`src/hdl/cur_pkg.sv`:
```
// cur_pkg: shared types, register indexes and a helper for the chroma
// upsampler by pixel replication. No dependencies.
`default_nettype none

package cur_pkg;

  // configuration register indexes
  localparam logic [1:0] REG_H_FACTOR   = 2'd0;
  localparam logic [1:0] REG_V_FACTOR   = 2'd1;
  localparam logic [1:0] REG_BLK_PER_ROW = 2'd2;

  localparam int unsigned CFG_IDX_W  = 2;
  localparam int unsigned CFG_DATA_W = 9;
  localparam int unsigned FACTOR_W   = 3;
  localparam int unsigned COORD_W    = 13;  // full-resolution pixel coordinate

  // input transaction
  typedef struct packed {
    logic [7:0] sample;
    logic [7:0] block_col;
    logic [7:0] block_row;
    logic [2:0] col_in_block;
    logic [2:0] row_in_block;
  } cur_in_t;

  // result transaction
  typedef struct packed {
    logic [7:0]  sample_out;
    logic [15:0] out_block;
    logic [2:0]  out_col;
    logic [2:0]  out_row;
    logic        last;
  } cur_out_t;

  // job handed from the front to the back through the queue
  typedef struct packed {
    logic [7:0]         sample;
    logic [COORD_W-1:0] base_x;
    logic [COORD_W-1:0] base_y;
    logic [1:0]         hf_m1;
    logic [1:0]         vf_m1;
  } cur_job_t;

  // register value to factor minus one: zero acts as one, above four as four
  function automatic logic [1:0] clamp_factor_m1(input logic [FACTOR_W-1:0] f);
    logic [1:0] r;
    if (f == 3'd0) begin
      r = 2'd0;
    end else if (f > 3'd4) begin
      r = 2'd3;
    end else begin
      r = 2'(f - 3'd1);
    end
    return r;
  endfunction

endpackage

`default_nettype wire

```
`src/hdl/chroma_upsample_replicate.sv`:
```
// chroma_upsample_replicate: top level, configuration registers and the
// front / queue / back chain. Depends on cur_pkg, cur_front, cur_queue, cur_back.
//
//   channel  ports                           dir  transaction
//   input    in_push  in_full  in_item        in   one sample with its position
//   result   out_pop  out_empty out_item      out  one replica with destination
//   config   cfg_we   cfg_index cfg_data      in   one register write
//
// An input makes h_factor * v_factor replicas after clamping (1 to 16, 4 for 2x2) in the back
// part, which emits one replica per cycle while the result slot is free or being drained; the front
// takes a new input every cycle while the job queue (QUEUE_DEPTH entries) has room.
// Reset is synchronous on rst_n: queue empty, offsets zero, result slot empty,
// factors 1 and blocks per row 1.
// A stalled result holds the back part; the queue then absorbs inputs until full.
`default_nettype none

module chroma_upsample_replicate #(
  parameter int unsigned QUEUE_DEPTH = 4
) (
  input  wire logic                           clk,
  input  wire logic                           rst_n,
  input  wire logic                           in_push,
  input  wire cur_pkg::cur_in_t               in_item,
  output logic                                in_full,
  output logic                                out_empty,
  output cur_pkg::cur_out_t                   out_item,
  input  wire logic                           out_pop,
  input  wire logic                           cfg_we,
  input  wire logic [cur_pkg::CFG_IDX_W-1:0]  cfg_index,
  input  wire logic [cur_pkg::CFG_DATA_W-1:0] cfg_data
);

  import cur_pkg::*;

  logic [FACTOR_W-1:0]   h_factor_r, v_factor_r;
  logic [CFG_DATA_W-1:0] blk_per_row_r;
  cur_job_t              fr_job, q_job;
  logic                  fr_push, q_full, q_empty, q_pop;

  // configuration registers
  always_ff @(posedge clk) begin
    if (!rst_n) begin
      h_factor_r    <= FACTOR_W'(1);
      v_factor_r    <= FACTOR_W'(1);
      blk_per_row_r <= CFG_DATA_W'(1);
    end else if (cfg_we) begin
      unique case (cfg_index)
        REG_H_FACTOR:    h_factor_r    <= cfg_data[FACTOR_W-1:0];
        REG_V_FACTOR:    v_factor_r    <= cfg_data[FACTOR_W-1:0];
        REG_BLK_PER_ROW: blk_per_row_r <= cfg_data;
        default:         ;
      endcase
    end
  end

  // front: accept and scale
  cur_front u_front (
    .in_item  (in_item),
    .in_push  (in_push),
    .h_factor (h_factor_r),
    .v_factor (v_factor_r),
    .q_full   (q_full),
    .job      (fr_job),
    .job_push (fr_push)
  );

  // job queue
  cur_queue #(
    .WIDTH ($bits(cur_job_t)),
    .DEPTH (QUEUE_DEPTH)
  ) u_queue (
    .clk   (clk),
    .rst_n (rst_n),
    .push  (fr_push),
    .wdata (fr_job),
    .full  (q_full),
    .pop   (q_pop),
    .rdata (q_job),
    .empty (q_empty)
  );

  // back: replicate
  cur_back u_back (
    .clk         (clk),
    .rst_n       (rst_n),
    .job         (q_job),
    .q_empty     (q_empty),
    .q_pop       (q_pop),
    .blk_per_row (blk_per_row_r),
    .out_item    (out_item),
    .out_empty   (out_empty),
    .out_pop     (out_pop)
  );

  assign in_full = q_full;

endmodule

`default_nettype wire

```
`src/hdl/cur_queue.sv`:
```
// cur_queue: small register queue of jobs between front and back.
// Depends on nothing but its parameters.
`default_nettype none

module cur_queue #(
  parameter int unsigned WIDTH = 8,
  parameter int unsigned DEPTH = 4
) (
  input  wire logic             clk,
  input  wire logic             rst_n,
  input  wire logic             push,
  input  wire logic [WIDTH-1:0] wdata,
  output logic                  full,
  input  wire logic             pop,
  output logic [WIDTH-1:0]      rdata,
  output logic                  empty
);

  localparam int unsigned PTR_W = (DEPTH > 1) ? $clog2(DEPTH) : 1;
  localparam int unsigned CNT_W = $clog2(DEPTH + 1);
  localparam logic [PTR_W-1:0] LAST_PTR = PTR_W'(DEPTH - 1);
  localparam logic [CNT_W-1:0] FULL_CNT = CNT_W'(DEPTH);

  logic [WIDTH-1:0] mem_r [DEPTH];
  logic [PTR_W-1:0] wptr_r, wptr_nxt;
  logic [PTR_W-1:0] rptr_r, rptr_nxt;
  logic [CNT_W-1:0] cnt_r, cnt_nxt;
  logic             do_push, do_pop;

  assign full    = (cnt_r == FULL_CNT);
  assign empty   = (cnt_r == '0);
  assign do_push = push && !full;
  assign do_pop  = pop && !empty;
  assign rdata   = mem_r[rptr_r];

  // pointer and count update
  always_comb begin
    wptr_nxt = wptr_r;
    rptr_nxt = rptr_r;
    cnt_nxt  = cnt_r;
    if (do_push) begin
      wptr_nxt = (wptr_r == LAST_PTR) ? '0 : wptr_r + PTR_W'(1);
    end
    if (do_pop) begin
      rptr_nxt = (rptr_r == LAST_PTR) ? '0 : rptr_r + PTR_W'(1);
    end
    if (do_push && !do_pop) begin
      cnt_nxt = cnt_r + CNT_W'(1);
    end else if (do_pop && !do_push) begin
      cnt_nxt = cnt_r - CNT_W'(1);
    end
  end

  always_ff @(posedge clk) begin
    if (!rst_n) begin
      wptr_r <= '0;
      rptr_r <= '0;
      cnt_r  <= '0;
    end else begin
      wptr_r <= wptr_nxt;
      rptr_r <= rptr_nxt;
      cnt_r  <= cnt_nxt;
    end
  end

  // storage, no reset
  always_ff @(posedge clk) begin
    if (do_push) begin
      mem_r[wptr_r] <= wdata;
    end
  end

  // count never exceeds depth
  a_cnt_bound: assert property (@(posedge clk) disable iff (!rst_n) cnt_r <= FULL_CNT)
    else $error("queue count out of range");

  // a push into a non-full queue without a pop grows the count
  a_cnt_grow: assert property (@(posedge clk) disable iff (!rst_n)
    (do_push && !do_pop) |=> (cnt_r == $past(cnt_r) + CNT_W'(1)))
    else $error("queue count did not grow on push");

  // a pop from a non-empty queue without a push shrinks the count
  a_cnt_shrink: assert property (@(posedge clk) disable iff (!rst_n)
    (do_pop && !do_push) |=> (cnt_r == $past(cnt_r) - CNT_W'(1)))
    else $error("queue count did not shrink on pop");

endmodule

`default_nettype wire

```
`src/hdl/cur_front.sv`:
```
// cur_front: accepts input transactions, clamps the factors and computes
// the full-resolution base coordinates. Depends on cur_pkg.
`default_nettype none

module cur_front (
  input  wire cur_pkg::cur_in_t            in_item,
  input  wire logic                        in_push,
  input  wire logic [cur_pkg::FACTOR_W-1:0] h_factor,
  input  wire logic [cur_pkg::FACTOR_W-1:0] v_factor,
  input  wire logic                        q_full,
  output cur_pkg::cur_job_t                job,
  output logic                             job_push
);

  import cur_pkg::*;

  logic [10:0]         pos_x, pos_y;
  logic [1:0]          hf_m1, vf_m1;
  logic [FACTOR_W-1:0] hf, vf;

  // effective factors
  assign hf_m1 = clamp_factor_m1(h_factor);
  assign vf_m1 = clamp_factor_m1(v_factor);
  assign hf    = {1'b0, hf_m1} + 3'd1;
  assign vf    = {1'b0, vf_m1} + 3'd1;

  // component pixel position, then scaled to the full grid
  assign pos_x = {in_item.block_col, in_item.col_in_block};
  assign pos_y = {in_item.block_row, in_item.row_in_block};

  always_comb begin
    job.sample = in_item.sample;
    job.base_x = COORD_W'({2'b0, pos_x} * {10'b0, hf});
    job.base_y = COORD_W'({2'b0, pos_y} * {10'b0, vf});
    job.hf_m1  = hf_m1;
    job.vf_m1  = vf_m1;
  end

  assign job_push = in_push && !q_full;

endmodule

`default_nettype wire

```
`src/hdl/cur_back.sv`:
```
// cur_back: walks the replica offsets of the job at the queue head and
// emits one copy per cycle into the result register while that slot is free or being drained. Depends on cur_pkg.
`default_nettype none

module cur_back (
  input  wire logic                          clk,
  input  wire logic                          rst_n,
  input  wire cur_pkg::cur_job_t             job,
  input  wire logic                          q_empty,
  output logic                               q_pop,
  input  wire logic [cur_pkg::CFG_DATA_W-1:0] blk_per_row,
  output cur_pkg::cur_out_t                  out_item,
  output logic                               out_empty,
  input  wire logic                          out_pop
);

  import cur_pkg::*;

  logic [1:0]         ox_r, ox_nxt;
  logic [1:0]         oy_r, oy_nxt;
  logic               out_vld_r, out_vld_nxt;
  cur_out_t           out_r, res;
  logic               advance, is_last;
  logic [COORD_W-1:0] dx, dy;
  logic [18:0]        blk_sum;

  // step when a job waits and the result slot is free or being drained
  assign advance = !q_empty && (!out_vld_r || out_pop);
  assign is_last = (ox_r == job.hf_m1) && (oy_r == job.vf_m1);
  assign q_pop   = advance && is_last;

  // destination of the current copy
  assign dx      = job.base_x + COORD_W'(ox_r);
  assign dy      = job.base_y + COORD_W'(oy_r);
  assign blk_sum = ({9'b0, dy[COORD_W-1:3]} * {10'b0, blk_per_row})
                   + {9'b0, dx[COORD_W-1:3]};

  always_comb begin
    res.sample_out = job.sample;
    res.out_block  = blk_sum[15:0];
    res.out_col    = dx[2:0];
    res.out_row    = dy[2:0];
    res.last       = is_last;
  end

  // offset counters, vertical inner
  always_comb begin
    ox_nxt      = ox_r;
    oy_nxt      = oy_r;
    out_vld_nxt = out_vld_r;
    if (out_pop) begin
      out_vld_nxt = 1'b0;
    end
    if (advance) begin
      out_vld_nxt = 1'b1;
      if (is_last) begin
        ox_nxt = '0;
        oy_nxt = '0;
      end else if (oy_r == job.vf_m1) begin
        oy_nxt = '0;
        ox_nxt = ox_r + 2'd1;
      end else begin
        oy_nxt = oy_r + 2'd1;
      end
    end
  end

  always_ff @(posedge clk) begin
    if (!rst_n) begin
      ox_r      <= '0;
      oy_r      <= '0;
      out_vld_r <= 1'b0;
    end else begin
      ox_r      <= ox_nxt;
      oy_r      <= oy_nxt;
      out_vld_r <= out_vld_nxt;
    end
  end

  // result register, no reset
  always_ff @(posedge clk) begin
    if (advance) begin
      out_r <= res;
    end
  end

  assign out_item  = out_r;
  assign out_empty = !out_vld_r;

  // offsets are back at zero after a job retires
  a_retire_zero: assert property (@(posedge clk) disable iff (!rst_n)
    q_pop |=> (ox_r == 2'd0 && oy_r == 2'd0))
    else $error("offsets not cleared after last copy");

  // offsets stay inside the job's factors
  a_offs_bound: assert property (@(posedge clk) disable iff (!rst_n)
    !q_empty |-> (ox_r <= job.hf_m1 && oy_r <= job.vf_m1))
    else $error("replica offset beyond factor");

  // a retired job always leaves a last-marked copy in the result slot
  a_last_mark: assert property (@(posedge clk) disable iff (!rst_n)
    q_pop |=> (out_vld_r && out_r.last))
    else $error("last copy not marked");

endmodule

`default_nettype wire

```
`config.mk`:
```
export PLATFORM = sky130hd
export DESIGN_NAME = chroma_upsample_replicate
export DESIGN_NICKNAME = d
export VERILOG_FILES = /design/src/hdl/cur_pkg.sv /design/src/hdl/chroma_upsample_replicate.sv /design/src/hdl/cur_queue.sv /design/src/hdl/cur_front.sv /design/src/hdl/cur_back.sv
export SDC_FILE = /design/constraint.sdc
export NUM_CORES = 1
export LEC_CHECK = 0
export ABC_CLOCK_PERIOD_IN_PS = 9670
export BUFFER_PORTS_ARGS = -buffer_cell sky130_fd_sc_hd__buf_2
export CAP_MARGIN = 0
export CORE_MARGIN = 4
export CORE_UTILIZATION = 40
export CTS_CLUSTER_DIAMETER = 150
export DETAILED_ROUTE_END_ITERATION = 12
export PLACE_DENSITY = 0.52
export SLEW_MARGIN = 20
export SYNTH_ARGS = -nofsm -noshare
export SYNTH_HDL_FRONTEND = slang
export SYNTH_SLANG_ARGS = --single-unit
```
`constraint.sdc`:
```
create_clock -name clk -period 9.67 [get_ports clk]
set_input_delay 0.967 -clock clk [delete_from_list [all_inputs] [get_ports clk]]
set_output_delay 0.967 -clock clk [all_outputs]
set_load 0.05 [all_outputs]
```
---- Yosys cells after proc, flatten, opt, wreduce, memory -nomap -nowiden ----
Memories as Yosys holds them, arrays and structs flattened. A register that Yosys moved wholly into a read port is not among the register bits.
Cells that the tools add are included.
word-level totals
  register bits ........................... 58
  word-level logic and storage cells ...... 83
  input port bits ......................... 46
  memories kept ........................... 1
  RAM bits ................................ 152
  output and inout port bits .............. 33
memories
  memory         words  width  read ports  clocked after memory_dff  wr ports  line             source
  u_queue.mem_r  4      38     1           1                         1         cur_queue.sv:24  logic [WIDTH-1:0] mem_r [DEPTH];
operators by class
  equality and inequality tests ........... 7
  add/subtract/negate cells ............... 13
  reductions and logical operators ........ 25
  muxes and demuxes ....................... 18
  multipliers ............................. 3
  magnitude comparators ................... 2
operators with widths
  cell                   number
  $add A13 B2 Y13        2
  $mul A11 B3 Y13        2
  $mux W2                12
  $add A16 B10 Y16       1
  $mul A10 B9 Y16        1
  $logic_not A3 Y1       3
  $add A2 B1 Y2 const B  4
  $logic_and A1 B1 Y1    8
  $reduce_and A2 Y1      4
  $add A2 B1 Y3 const B  2
  $eq A2 B2 Y1 const B   3
  $gt A3 B3 Y1 const B   2
  $mux W3                2
  $reduce_bool A2 Y1     3
  $logic_not A1 Y1       5
  $eq A2 B2 Y1           2
  $mux W1                4
  $sub A2 B1 Y2 const B  2
  $add A3 B1 Y3 const B  1
  $eq A3 B3 Y1 const B   1
  $sub A3 B1 Y3 const B  1
  $eq A2 B1 Y1 const B   1
  $logic_not A2 Y1       1
  $logic_or A1 B1 Y1     1

---- Logic depth before layout (Yosys ltp) ----
Gate-level depths: netlist of run 1.
  depth in word-level cells ............... 8
  mapped depth ............................ 29
  depth with buffers taken out ............ 25

---- Modules after synthesis ----
Synthesis of run 1 repeated with hierarchy kept, for this count alone.
unflattened totals
  cell total of the unflattened synthesis .. 1063
  area total of the unflattened synthesis .. 13216.4 um^2
modules (own cells, without submodules)
  module                     instances  area an instance (um^2)  cells an instance  sequential area each (um^2)
  cur_queue                  1          5978.2                   249                4744.6
  cur_back                   1          4733.3                   476                1031.0
  cur_front                  1          1904.3                   278                0.0
  chroma_upsample_replicate  1          600.6                    60                 300.3

---- Least setup slack after synthesis of run 1 ----
No wires, ideal clock.
  kind .................................... register -> register
  start ................................... reg with a tool-made name
  end ..................................... reg u_back.out_r (netlist bit u_back.out_item[22]) (data pin)
  data arrival time ....................... 7.346 ns
  clock period less this slack ............ 7.606 ns
  data required time ...................... 9.410 ns
  slack ................................... 2.064 ns
  path buffers ............................ 4
  setup time .............................. 0.260 ns
  cell stages (with the launch flop) ...... 28
  path through ............................ dfxtp_1 -> buf_6 -> buf_6 -> buf_2 -> buf_2 -> mux4_2 -> ha_1 -> a21o_1 -> and2_4 -> and4_1 -> xor2_1 -> nand2_1 -> fa_1 -> inv_1 -> fa_1 -> fa_1 -> fa_1 -> inv_1 -> fa_1 -> inv_1 -> ha_1 -> a21o_1 -> a21oi_1 -> nor2b_1 -> a221oi_1 -> a221oi_1 -> xnor2_1 -> xnor2_1
RTL lines
  item                    line            source
  end signal: assignment  cur_back.sv:83  out_r <= res;
  end: declaration        cur_back.sv:22  cur_out_t out_r, res;

==> flow_results.xml, run 1 <==
<?xml version="1.0" encoding="UTF-8"?>
<metrics>
  <group name="critical_path">
    <metric name="critical-path-top-delay-family" unit="">adder cells</metric>
    <metric name="timing_worst_setup_path_type" unit="">reg2reg</metric>
    <metric name="crit_chain" unit="">mux4_2 -&gt; ha_1 -&gt; a21o_1 -&gt; and2_4 -&gt; and4_1 -&gt; xor2_1 -&gt; nand2_1 -&gt; fa_1 -&gt; inv_1 -&gt; fa_1 -&gt; fa_1 -&gt; fa_1 -&gt; inv_1 -&gt; fa_1 -&gt; inv_1 -&gt; ha_1 -&gt; a21o_1 -&gt; a21oi_1 -&gt; nor2b_1 -&gt; a221oi_1 -&gt; a221oi_1 -&gt; xnor2_1 -&gt; xnor2_1</metric>
    <metric name="critical_path_required" unit="ns">9.93</metric>
    <metric name="cp_slowest_stage_delay" unit="ns">0.80</metric>
    <metric name="startpoint_type" unit="">flip-flop</metric>
    <metric name="timing.critical_path.buf_inv" unit="">3</metric>
    <metric name="max_fanout_on_critical_path" unit="">21</metric>
    <metric name="worst_ep_arrival_time" unit="ns">7.85</metric>
    <metric name="cp-end-kind" unit="">flip-flop</metric>
    <metric name="critPathSlowestCell" unit="">sky130_fd_sc_hd__dfxtp_2</metric>
    <metric name="cp_most_frequent_cell" unit="">sky130_fd_sc_hd__fa_1</metric>
  </group>
  <group name="clock_network">
    <metric name="post_cts_buffers" unit="">0</metric>
    <metric name="max-clock-path-buffers" unit="">3</metric>
    <metric name="cts_htree_levels" unit="">1</metric>
    <metric name="clock_sinks" unit="">212</metric>
    <metric name="path_clk_slew" unit="ns">0.06</metric>
    <metric name="ctsRootBufferMaster" unit="">sky130_fd_sc_hd__clkbuf_16</metric>
    <metric name="ctsResizeCount" unit="">0</metric>
    <metric name="cts_tree" unit="">done</metric>
    <metric name="cts_hold_buffers" unit="">0</metric>
    <metric name="clkLatencyLatePin" unit="ns">0.51</metric>
    <metric name="cts_inserted_buffers" unit="">24</metric>
  </group>
  <group name="timing">
    <metric name="worst_pin_slew" unit="ns">1.027</metric>
    <metric name="slew_viol_final" unit="">0</metric>
    <metric name="final.min_clock_period" unit="ns">7.591</metric>
    <metric name="unrepaired_setup_endpoints_after_global_routing" unit="">false</metric>
    <metric name="fmaxAchievable" unit="GHz">0.1317</metric>
    <metric name="final.setup_skew" unit="ns">0.01272</metric>
    <metric name="finalSetupViolations" unit="">0</metric>
    <metric name="fin_setup_tns" unit="ns">0</metric>
    <metric name="hold_viol_final" unit="">0</metric>
    <metric name="maxSlewHeadroom" unit="">0.3126</metric>
    <metric name="post-route-period-util" unit="">0.7850</metric>
  </group>
  <group name="finish">
    <metric name="final_core_util" unit="">0.4578</metric>
    <metric name="insertedDiodeCount" unit="">0</metric>
    <metric name="layout-drive-gt1-share" unit="">0.1435</metric>
    <metric name="fillers" unit="">2957</metric>
    <metric name="layout.nets" unit="">1329</metric>
    <metric name="final_design_instance_area_without_fill" unit="um^2">14520</metric>
    <metric name="final_cells" unit="">1538</metric>
    <metric name="area_delta_synth_final" unit="%">12.24</metric>
    <metric name="seqCellArea" unit="um^2">6077</metric>
    <metric name="multiInputGateArea" unit="um^2">6178</metric>
  </group>
  <group name="routing">
    <metric name="dr.pass1.iters" unit="">5</metric>
    <metric name="wl_per_cell" unit="um">16.65</metric>
    <metric name="ant_nets_after_route" unit="">0</metric>
    <metric name="drt_iter0_markers" unit="">285</metric>
    <metric name="total_detailed_routing_wirelength" unit="um">25610</metric>
    <metric name="avgViaCountPerCell" unit="">4.921</metric>
    <metric name="dr_total_vias" unit="">7569</metric>
    <metric name="remaining_drc_errors" unit="">0</metric>
  </group>
  <group name="yosys">
    <metric name="synthesis.area_per_instance" unit="um^2">12.49</metric>
    <metric name="postSynthNetCount" unit="">1244</metric>
    <metric name="synth-seq-area-share" unit="">0.4696</metric>
    <metric name="ys_types" unit="">47</metric>
    <metric name="syn_inst" unit="">1036</metric>
    <metric name="syn_area" unit="um^2">12940</metric>
    <metric name="ys.warnings.count" unit="">0</metric>
    <metric name="yosys_register_bits" unit="">212</metric>
  </group>
  <group name="pwr">
    <metric name="worst_ir_drop_vdd" unit="uV">131.3</metric>
    <metric name="power_per_standard_cell_area" unit="nW/um^2">261.5</metric>
    <metric name="total_power" unit="mW">3.797</metric>
    <metric name="static-leakage-power" unit="nW">6.049</metric>
  </group>
  <group name="floorplanning">
    <metric name="boundaryPins" unit="">79</metric>
    <metric name="chipHeight" unit="um">187.8</metric>
    <metric name="placeableCoreArea" unit="um^2">31720</metric>
    <metric name="start_util" unit="">0.4079</metric>
    <metric name="std_cell_rows" unit="">65</metric>
    <metric name="dieArea" unit="um^2">35290</metric>
    <metric name="die_w" unit="um">187.8</metric>
  </group>
  <group name="global_route">
    <metric name="grt_pass1_wl" unit="um">42350</metric>
    <metric name="globalRouteTotalUtil" unit="">0.1479</metric>
    <metric name="antenna_found_initial" unit="">0</metric>
    <metric name="via_count_of_the_first_global_routing_pass" unit="">7743</metric>
    <metric name="grt_overflow_total" unit="">0</metric>
    <metric name="grt_start_max_net_pins" unit="">39</metric>
  </group>
  <group name="placed_design">
    <metric name="io_buffer_count" unit="">78</metric>
    <metric name="dp.cells" unit="">1497</metric>
    <metric name="post_dp_cell_area" unit="um^2">13770</metric>
    <metric name="detailed_placement_hpwl" unit="um">18630</metric>
    <metric name="gpl.final_weighted_congestion" unit="">0.7888</metric>
  </group>
  <group name="worst_hold_path">
    <metric name="hp-class" unit="">reg2reg</metric>
  </group>
  <group name="run">
    <metric name="max_cap_viol_count" unit="">0</metric>
  </group>
  <group name="status">
    <metric name="status" unit="">complete, no violations</metric>
  </group>
</metrics>
## layer usage
| metal | vias to the layer above | GRT usage | wire (um) |
|---|---|---|---|
| li1 | 3683 | - | - |
| met1 | 3736 | 0.2225 | 12580 |
| met2 | 123 | 0.2314 | 11550 |
| met3 | 27 | 0.02215 | 1137 |
| met4 | 0 | 0.02739 | 337 |
| met5 | - | 0 | 0 |
## cells by family after synthesis
group	synth area share
AOI/OAI and AO/OA	0.03772
DFF	0.4696
buffers and inverters	0.05319
and+or+nand+nor	0.1097
adders and majority gates	0.2054
muxes	0.08124
xor gates and xnor gates	0.04313
## per-stage QoR
step / hold WS [ns] / setup WS (ns)
after floorplan: 0.4546 / 2.064
after global placement: 0.4677 / 2.113
after detailed placement: 0.4777 / 1.996
after CTS: 0.4856 / 1.969
after global routing: 0.5243 / 1.503
final: 0.4845 / 2.079
## cell usage in the layout, fill, tap and decap left out, types with 5 or more instances in the layout
master                      Yosys  final
sky130_fd_sc_hd__a21boi_0       8      8
sky130_fd_sc_hd__a21oi_1       18     18
sky130_fd_sc_hd__xnor2_1       44     44
sky130_fd_sc_hd__buf_2          4     78
sky130_fd_sc_hd__nand4_1        5      5
sky130_fd_sc_hd__mux4_2        34     34
sky130_fd_sc_hd__clkbuf_16      0     25
sky130_fd_sc_hd__nor2b_1       27     27
sky130_fd_sc_hd__o21ai_0       20     20
sky130_fd_sc_hd__nand3_1        6      6
sky130_fd_sc_hd__nand2b_1       5      5
sky130_fd_sc_hd__edfxtp_1     183    183
sky130_fd_sc_hd__inv_1        152    152
sky130_fd_sc_hd__buf_4          0      7
sky130_fd_sc_hd__nor3_1         7      7
sky130_fd_sc_hd__clkbuf_1      20      6
sky130_fd_sc_hd__nor3b_1        6      6
sky130_fd_sc_hd__ha_1          78     78
sky130_fd_sc_hd__dfxtp_1       29     28
sky130_fd_sc_hd__and2_1        55     51
sky130_fd_sc_hd__xor2_1        16     16
sky130_fd_sc_hd__a21o_1        12     12
sky130_fd_sc_hd__nand2_1      136    136
sky130_fd_sc_hd__nor2_1        27     27
sky130_fd_sc_hd__fa_1          84     84
sky130_fd_sc_hd__mux2i_1       18     18
## synth_stat cells (all sizes together)
| cell type | count | area [um^2] |
|---|---|---|
| mux2i | 18 | 180.2 |
| nand2 | 137 | 516.8 |
| a21boi | 8 | 60.06 |
| o21a | 1 | 7.510 |
| a31o | 1 | 8.760 |
| nand3b | 2 | 15.01 |
| o311ai | 3 | 26.28 |
| clkbuf | 20 | 75.07 |
| and2 | 56 | 352.8 |
| or3 | 2 | 12.51 |
| a32oi | 1 | 8.760 |
| ha | 78 | 975.9 |
| a2111oi | 1 | 8.760 |
| a221oi | 2 | 17.52 |
| nor2 | 27 | 101.4 |
| o211ai | 3 | 22.52 |
| o21ai | 20 | 100.1 |
| dfxtp | 29 | 580.6 |
| and4 | 2 | 20.02 |
| nand3 | 6 | 30.03 |
| or4 | 2 | 15.01 |
| mux4 | 38 | 870.8 |
| nand4 | 5 | 31.28 |
| xor2 | 16 | 140.1 |
| edfxtp | 183 | 5495 |
| o21bai | 3 | 22.52 |
| and3 | 4 | 25.02 |
| nor3 | 8 | 45.04 |
| o2111ai | 2 | 17.52 |
| a22oi | 1 | 7.510 |
| buf | 6 | 42.54 |
| nand2b | 5 | 31.28 |
| fa | 84 | 1682 |
| inv | 152 | 570.6 |
| xnor2 | 46 | 417.9 |
| a21o | 12 | 90.09 |
| nor3b | 6 | 45.04 |
| nor2b | 27 | 168.9 |
| a21oi | 18 | 90.09 |
| nand4b | 1 | 8.760 |
## report_power, final
group | leakage, nW | total (mW) | internal (mW) | switching [mW]
clock network | 0.360 | 0.871 | 0.522 | 0.349
logic | 3.75 | 1.58 | 0.557 | 1.02
registers | 1.94 | 1.35 | 1.28 | 0.0674
total | 6.05 | 3.80 | 2.36 | 1.44
## sequential cells by signal (all words and copies together), names as in the netlist, named ones only
name,count
u_queue.mem_r,152
u_back.out_item,31
h_factor_r,3
u_back.ox_r,2
u_queue.cnt_r,3
u_queue.rptr_r,2
v_factor_r,3
u_back.out_vld_r,1
u_back.oy_r,2
u_queue.wptr_r,2
blk_per_row_r,9
## worst paths after layout
path	from	to	slack, ns	depth (start not counted)
setup reg to reg	flip-flop	u_back.out_item[22]$_DFFE_PP_	2.08	23
hold / removal	u_back.out_vld_r$_SDFFE_PN0P_	u_back.out_vld_r$_SDFFE_PN0P_	0.48	2
setup / recovery	flip-flop	u_back.out_item[22]$_DFFE_PP_	2.08	23
hold reg to reg	u_back.out_vld_r$_SDFFE_PN0P_	u_back.out_vld_r$_SDFFE_PN0P_	0.48	2
## tightest hold or removal path: cells and delay by family (launching register included)
family / cells / cell delay (ns)
AOI/OAI and AO/OA: 1 / 0.06
DFF: 1 / 0.32
and+or+nand+nor: 1 / 0.05
## area by class of cell
cell class | instances | share of cell area
Multi-Input combinational cell | 646 | 0.4255
Sequential cell | 212 | 0.4185
Clock inverter | 10 | 0.006979
Tap cell | 402 | 0.03464
Inverter | 152 | 0.03929
Timing Repair Buffer | 85 | 0.03050
Clock buffer | 31 | 0.04463
Power figures use the tool's default switching activity.
==> inputs of run 2 (changes only) <==
ABC_CLOCK_PERIOD_IN_PS = 7000   (was 9670)
clock period = 7 ns   (was 9.67 ns; I/O delays follow)
==> run 2 against run 1 <==
Sequential share of layout area fell by 0.60 points. Critical endpoint unchanged. Sequential cell count did not move. Final cell count rose by 1.2%. Highest routed layer unchanged. Die area did not move. Largest power group unchanged. Final area rose by 1.5%. Routed wire length fell by 0.34%.
==> flow_results.xml, run 2 (synthesized netlist as in run 1, its figures left out) <==
<?xml version="1.0" encoding="UTF-8"?>
<metrics>
  <group name="status">
    <metric name="status" unit="">complete, no violations</metric>
  </group>
  <group name="timing">
    <metric name="worst_pin_slew" unit="ns">1.009</metric>
    <metric name="maxSlewHeadroom" unit="">0.3201</metric>
    <metric name="final.min_clock_period" unit="ns">6.721</metric>
    <metric name="fmaxAchievable" unit="GHz">0.1488</metric>
    <metric name="post-route-period-util" unit="">0.9602</metric>
    <metric name="slew_viol_final" unit="">0</metric>
    <metric name="final.setup_skew" unit="ns">0.01168</metric>
    <metric name="hold_viol_final" unit="">0</metric>
    <metric name="unrepaired_setup_endpoints_after_global_routing" unit="">false</metric>
    <metric name="fin_setup_tns" unit="ns">0</metric>
    <metric name="finalSetupViolations" unit="">0</metric>
  </group>
  <group name="critical_path">
    <metric name="cp_most_frequent_cell" unit="">sky130_fd_sc_hd__fa_1</metric>
    <metric name="max_fanout_on_critical_path" unit="">5</metric>
    <metric name="worst_r2r_path_depth" unit="">22</metric>
    <metric name="worst_ep_arrival_time" unit="ns">6.98</metric>
    <metric name="cp-end-kind" unit="">flip-flop</metric>
    <metric name="critical_path_required" unit="ns">7.26</metric>
    <metric name="timing_worst_setup_path_type" unit="">reg2reg</metric>
    <metric name="crit_chain" unit="">mux4_2 -&gt; ha_1 -&gt; a21o_1 -&gt; and2_4 -&gt; and4_1 -&gt; xor2_2 -&gt; nand2_1 -&gt; fa_1 -&gt; inv_1 -&gt; fa_1 -&gt; fa_1 -&gt; fa_1 -&gt; inv_1 -&gt; fa_1 -&gt; inv_1 -&gt; ha_1 -&gt; and2_1 -&gt; o211ai_1 -&gt; a221oi_2 -&gt; a221oi_1 -&gt; xnor2_1 -&gt; xnor2_1</metric>
    <metric name="cp_slowest_stage_delay" unit="ns">0.56</metric>
    <metric name="critPathSlowestCell" unit="">sky130_fd_sc_hd__fa_1</metric>
    <metric name="startpoint_type" unit="">flip-flop</metric>
  </group>
  <group name="finish">
    <metric name="final_design_instance_area_without_fill" unit="um^2">14740</metric>
    <metric name="layout_commonest_cell" unit="">sky130_fd_sc_hd__edfxtp_1</metric>
    <metric name="largest_reg_flops" unit="">152</metric>
    <metric name="registers.top_by_ff_count" unit="">u_queue.mem_r</metric>
    <metric name="layout-drive-gt1-share" unit="">0.1654</metric>
    <metric name="layout_common_cells" unit="">183 x sky130_fd_sc_hd__edfxtp_1, 152 x sky130_fd_sc_hd__inv_1, 136 x sky130_fd_sc_hd__nand2_1, 83 x sky130_fd_sc_hd__fa_1, 78 x sky130_fd_sc_hd__buf_2</metric>
    <metric name="insertedDiodeCount" unit="">0</metric>
    <metric name="area_delta_synth_final" unit="%">13.92</metric>
    <metric name="layout.nets" unit="">1345</metric>
  </group>
  <group name="floorplanning">
    <metric name="std_cell_rows" unit="">65</metric>
    <metric name="boundaryPins" unit="">79</metric>
    <metric name="placeableCoreArea" unit="um^2">31720</metric>
    <metric name="chipHeight" unit="um">187.8</metric>
    <metric name="dieArea" unit="um^2">35290</metric>
    <metric name="die_w" unit="um">187.8</metric>
    <metric name="start_util" unit="">0.4079</metric>
  </group>
  <group name="worst_hold_path">
    <metric name="hp-class" unit="">in2reg</metric>
    <metric name="hold-path-cell-count" unit="">1</metric>
  </group>
  <group name="routing">
    <metric name="dr_total_vias" unit="">7566</metric>
    <metric name="dr.pass1.iters" unit="">5</metric>
    <metric name="avgViaCountPerCell" unit="">4.859</metric>
    <metric name="total_detailed_routing_wirelength" unit="um">25520</metric>
    <metric name="ant_nets_after_route" unit="">0</metric>
    <metric name="drt_iter0_markers" unit="">343</metric>
    <metric name="wl_per_cell" unit="um">16.39</metric>
    <metric name="remaining_drc_errors" unit="">0</metric>
  </group>
  <group name="global_route">
    <metric name="via_count_of_the_first_global_routing_pass" unit="">8039</metric>
    <metric name="grt_overflow_total" unit="">0</metric>
    <metric name="grt_pass1_wl" unit="um">42370</metric>
    <metric name="grt_start_max_net_pins" unit="">39</metric>
    <metric name="globalRouteTotalUtil" unit="">0.1484</metric>
    <metric name="antenna_found_initial" unit="">0</metric>
  </group>
  <group name="pwr">
    <metric name="static-leakage-power" unit="nW">6.153</metric>
    <metric name="switchingPower" unit="mW">2.032</metric>
    <metric name="power.switching_fraction" unit="">0.3777</metric>
    <metric name="power_per_standard_cell_area" unit="nW/um^2">365.0</metric>
    <metric name="combinationalPowerShare" unit="">0.426</metric>
    <metric name="internal-power" unit="mW">3.348</metric>
    <metric name="seq_power_share" unit="">0.344</metric>
    <metric name="worst_ir_drop_vdd" unit="uV">180.1</metric>
    <metric name="power_frac_clock" unit="">0.230</metric>
  </group>
  <group name="clock_network">
    <metric name="path_clk_slew" unit="ns">0.06</metric>
    <metric name="cts_htree_levels" unit="">1</metric>
    <metric name="max-clock-path-buffers" unit="">3</metric>
    <metric name="ctsRootBufferMaster" unit="">sky130_fd_sc_hd__clkbuf_16</metric>
    <metric name="cts_inserted_buffers" unit="">24</metric>
    <metric name="clock_sinks" unit="">212</metric>
    <metric name="clkLatencyLatePin" unit="ns">0.52</metric>
    <metric name="cts_tree" unit="">done</metric>
  </group>
  <group name="placed_design">
    <metric name="detailed_placement_hpwl" unit="um">19020</metric>
    <metric name="io_buffer_count" unit="">78</metric>
    <metric name="gpl.final_weighted_congestion" unit="">0.7606</metric>
    <metric name="post_dp_cell_area" unit="um^2">13930</metric>
  </group>
  <group name="run">
    <metric name="max_cap_viol_count" unit="">0</metric>
  </group>
</metrics>
run 2: final cells by class:
cell class | instances | area [um^2]
fill | 2902 | 16980
multi-input combinational | 646 | 6217
sequential | 212 | 6080
clock buffer | 27 | 611.8
timing repair buffer | 101 | 575.6
inverter | 152 | 570.5
tap | 402 | 503.0
clock inverter | 17 | 180.2
run 2: worst paths after layout:
kind,start,to,slack (ns)
max,flip-flop,u_back.out_item[22]$_DFFE_PP_,0.28
min,in_item[28],u_queue.mem_r[2][36]$_DFFE_PP_,0.39
min reg2reg,u_back.out_vld_r$_SDFFE_PN0P_,u_back.out_vld_r$_SDFFE_PN0P_,0.48
max reg2reg,flip-flop,u_back.out_item[22]$_DFFE_PP_,0.28
run 2: through the flow:
| step | utilization | setup WS, ns | instances | hold slack (ns) | power [mW] |
|---|---|---|---|---|---|
| global placement | 0.4391 | 0.2078 | 1512 | 0.4680 | 4.185 |
| detailed placement | 0.4391 | 0.1011 | 1512 | 0.4831 | 4.199 |
| CTS | 0.4640 | 0.09944 | 1556 | 0.3682 | 5.468 |
| global route | 0.4647 | 0.02041 | 1557 | 0.3784 | 5.773 |
| finish | 0.4647 | 0.2787 | 1557 | 0.3949 | 5.380 |
| floorplan | - | 0.002795 | 1036 | 0.4546 | 3.593 |
run 2: routing by layer:
metal,track usage,vias up,share of wire
met1,0.2111,3696,0.48
li1,-,3726,-
met3,0.02178,32,0.037
met2,0.2411,112,0.46
met4,0.03868,0,0.019
met5,0,-,0
run 2: critical path: cells and delay by family, from the launching register on:
| family | cells | cell delay, ns |
|---|---|---|
| flip-flops | 1 | 0.39 |
| multiplexers | 1 | 0.55 |
| AND/OR/NAND/NOR | 4 | 0.67 |
| AO/OA/AOI/OAI | 4 | 0.88 |
| XOR/XNOR | 3 | 0.53 |
| adder cells (fa/ha/maj) | 7 | 3.27 |
| buffers and inverters | 3 | 0.14 |
run 2: timing repair:
action | CTS | global route
gates resized for setup | 0 | 4
buffers inserted | 0 | 1
hold buffers | 0 | 0
endpoints found under the setup margin | 0 | 3
run 2: power by group through the flow:
stage	sequential (mW)	combinational (mW)	clock, mW
finish	1.85	2.29	1.24
global route	1.88	2.56	1.34
CTS	1.85	2.33	1.29
detailed placement	1.88	2.32	0
global placement	1.88	2.31	0
floorplan	2.20	1.39	0
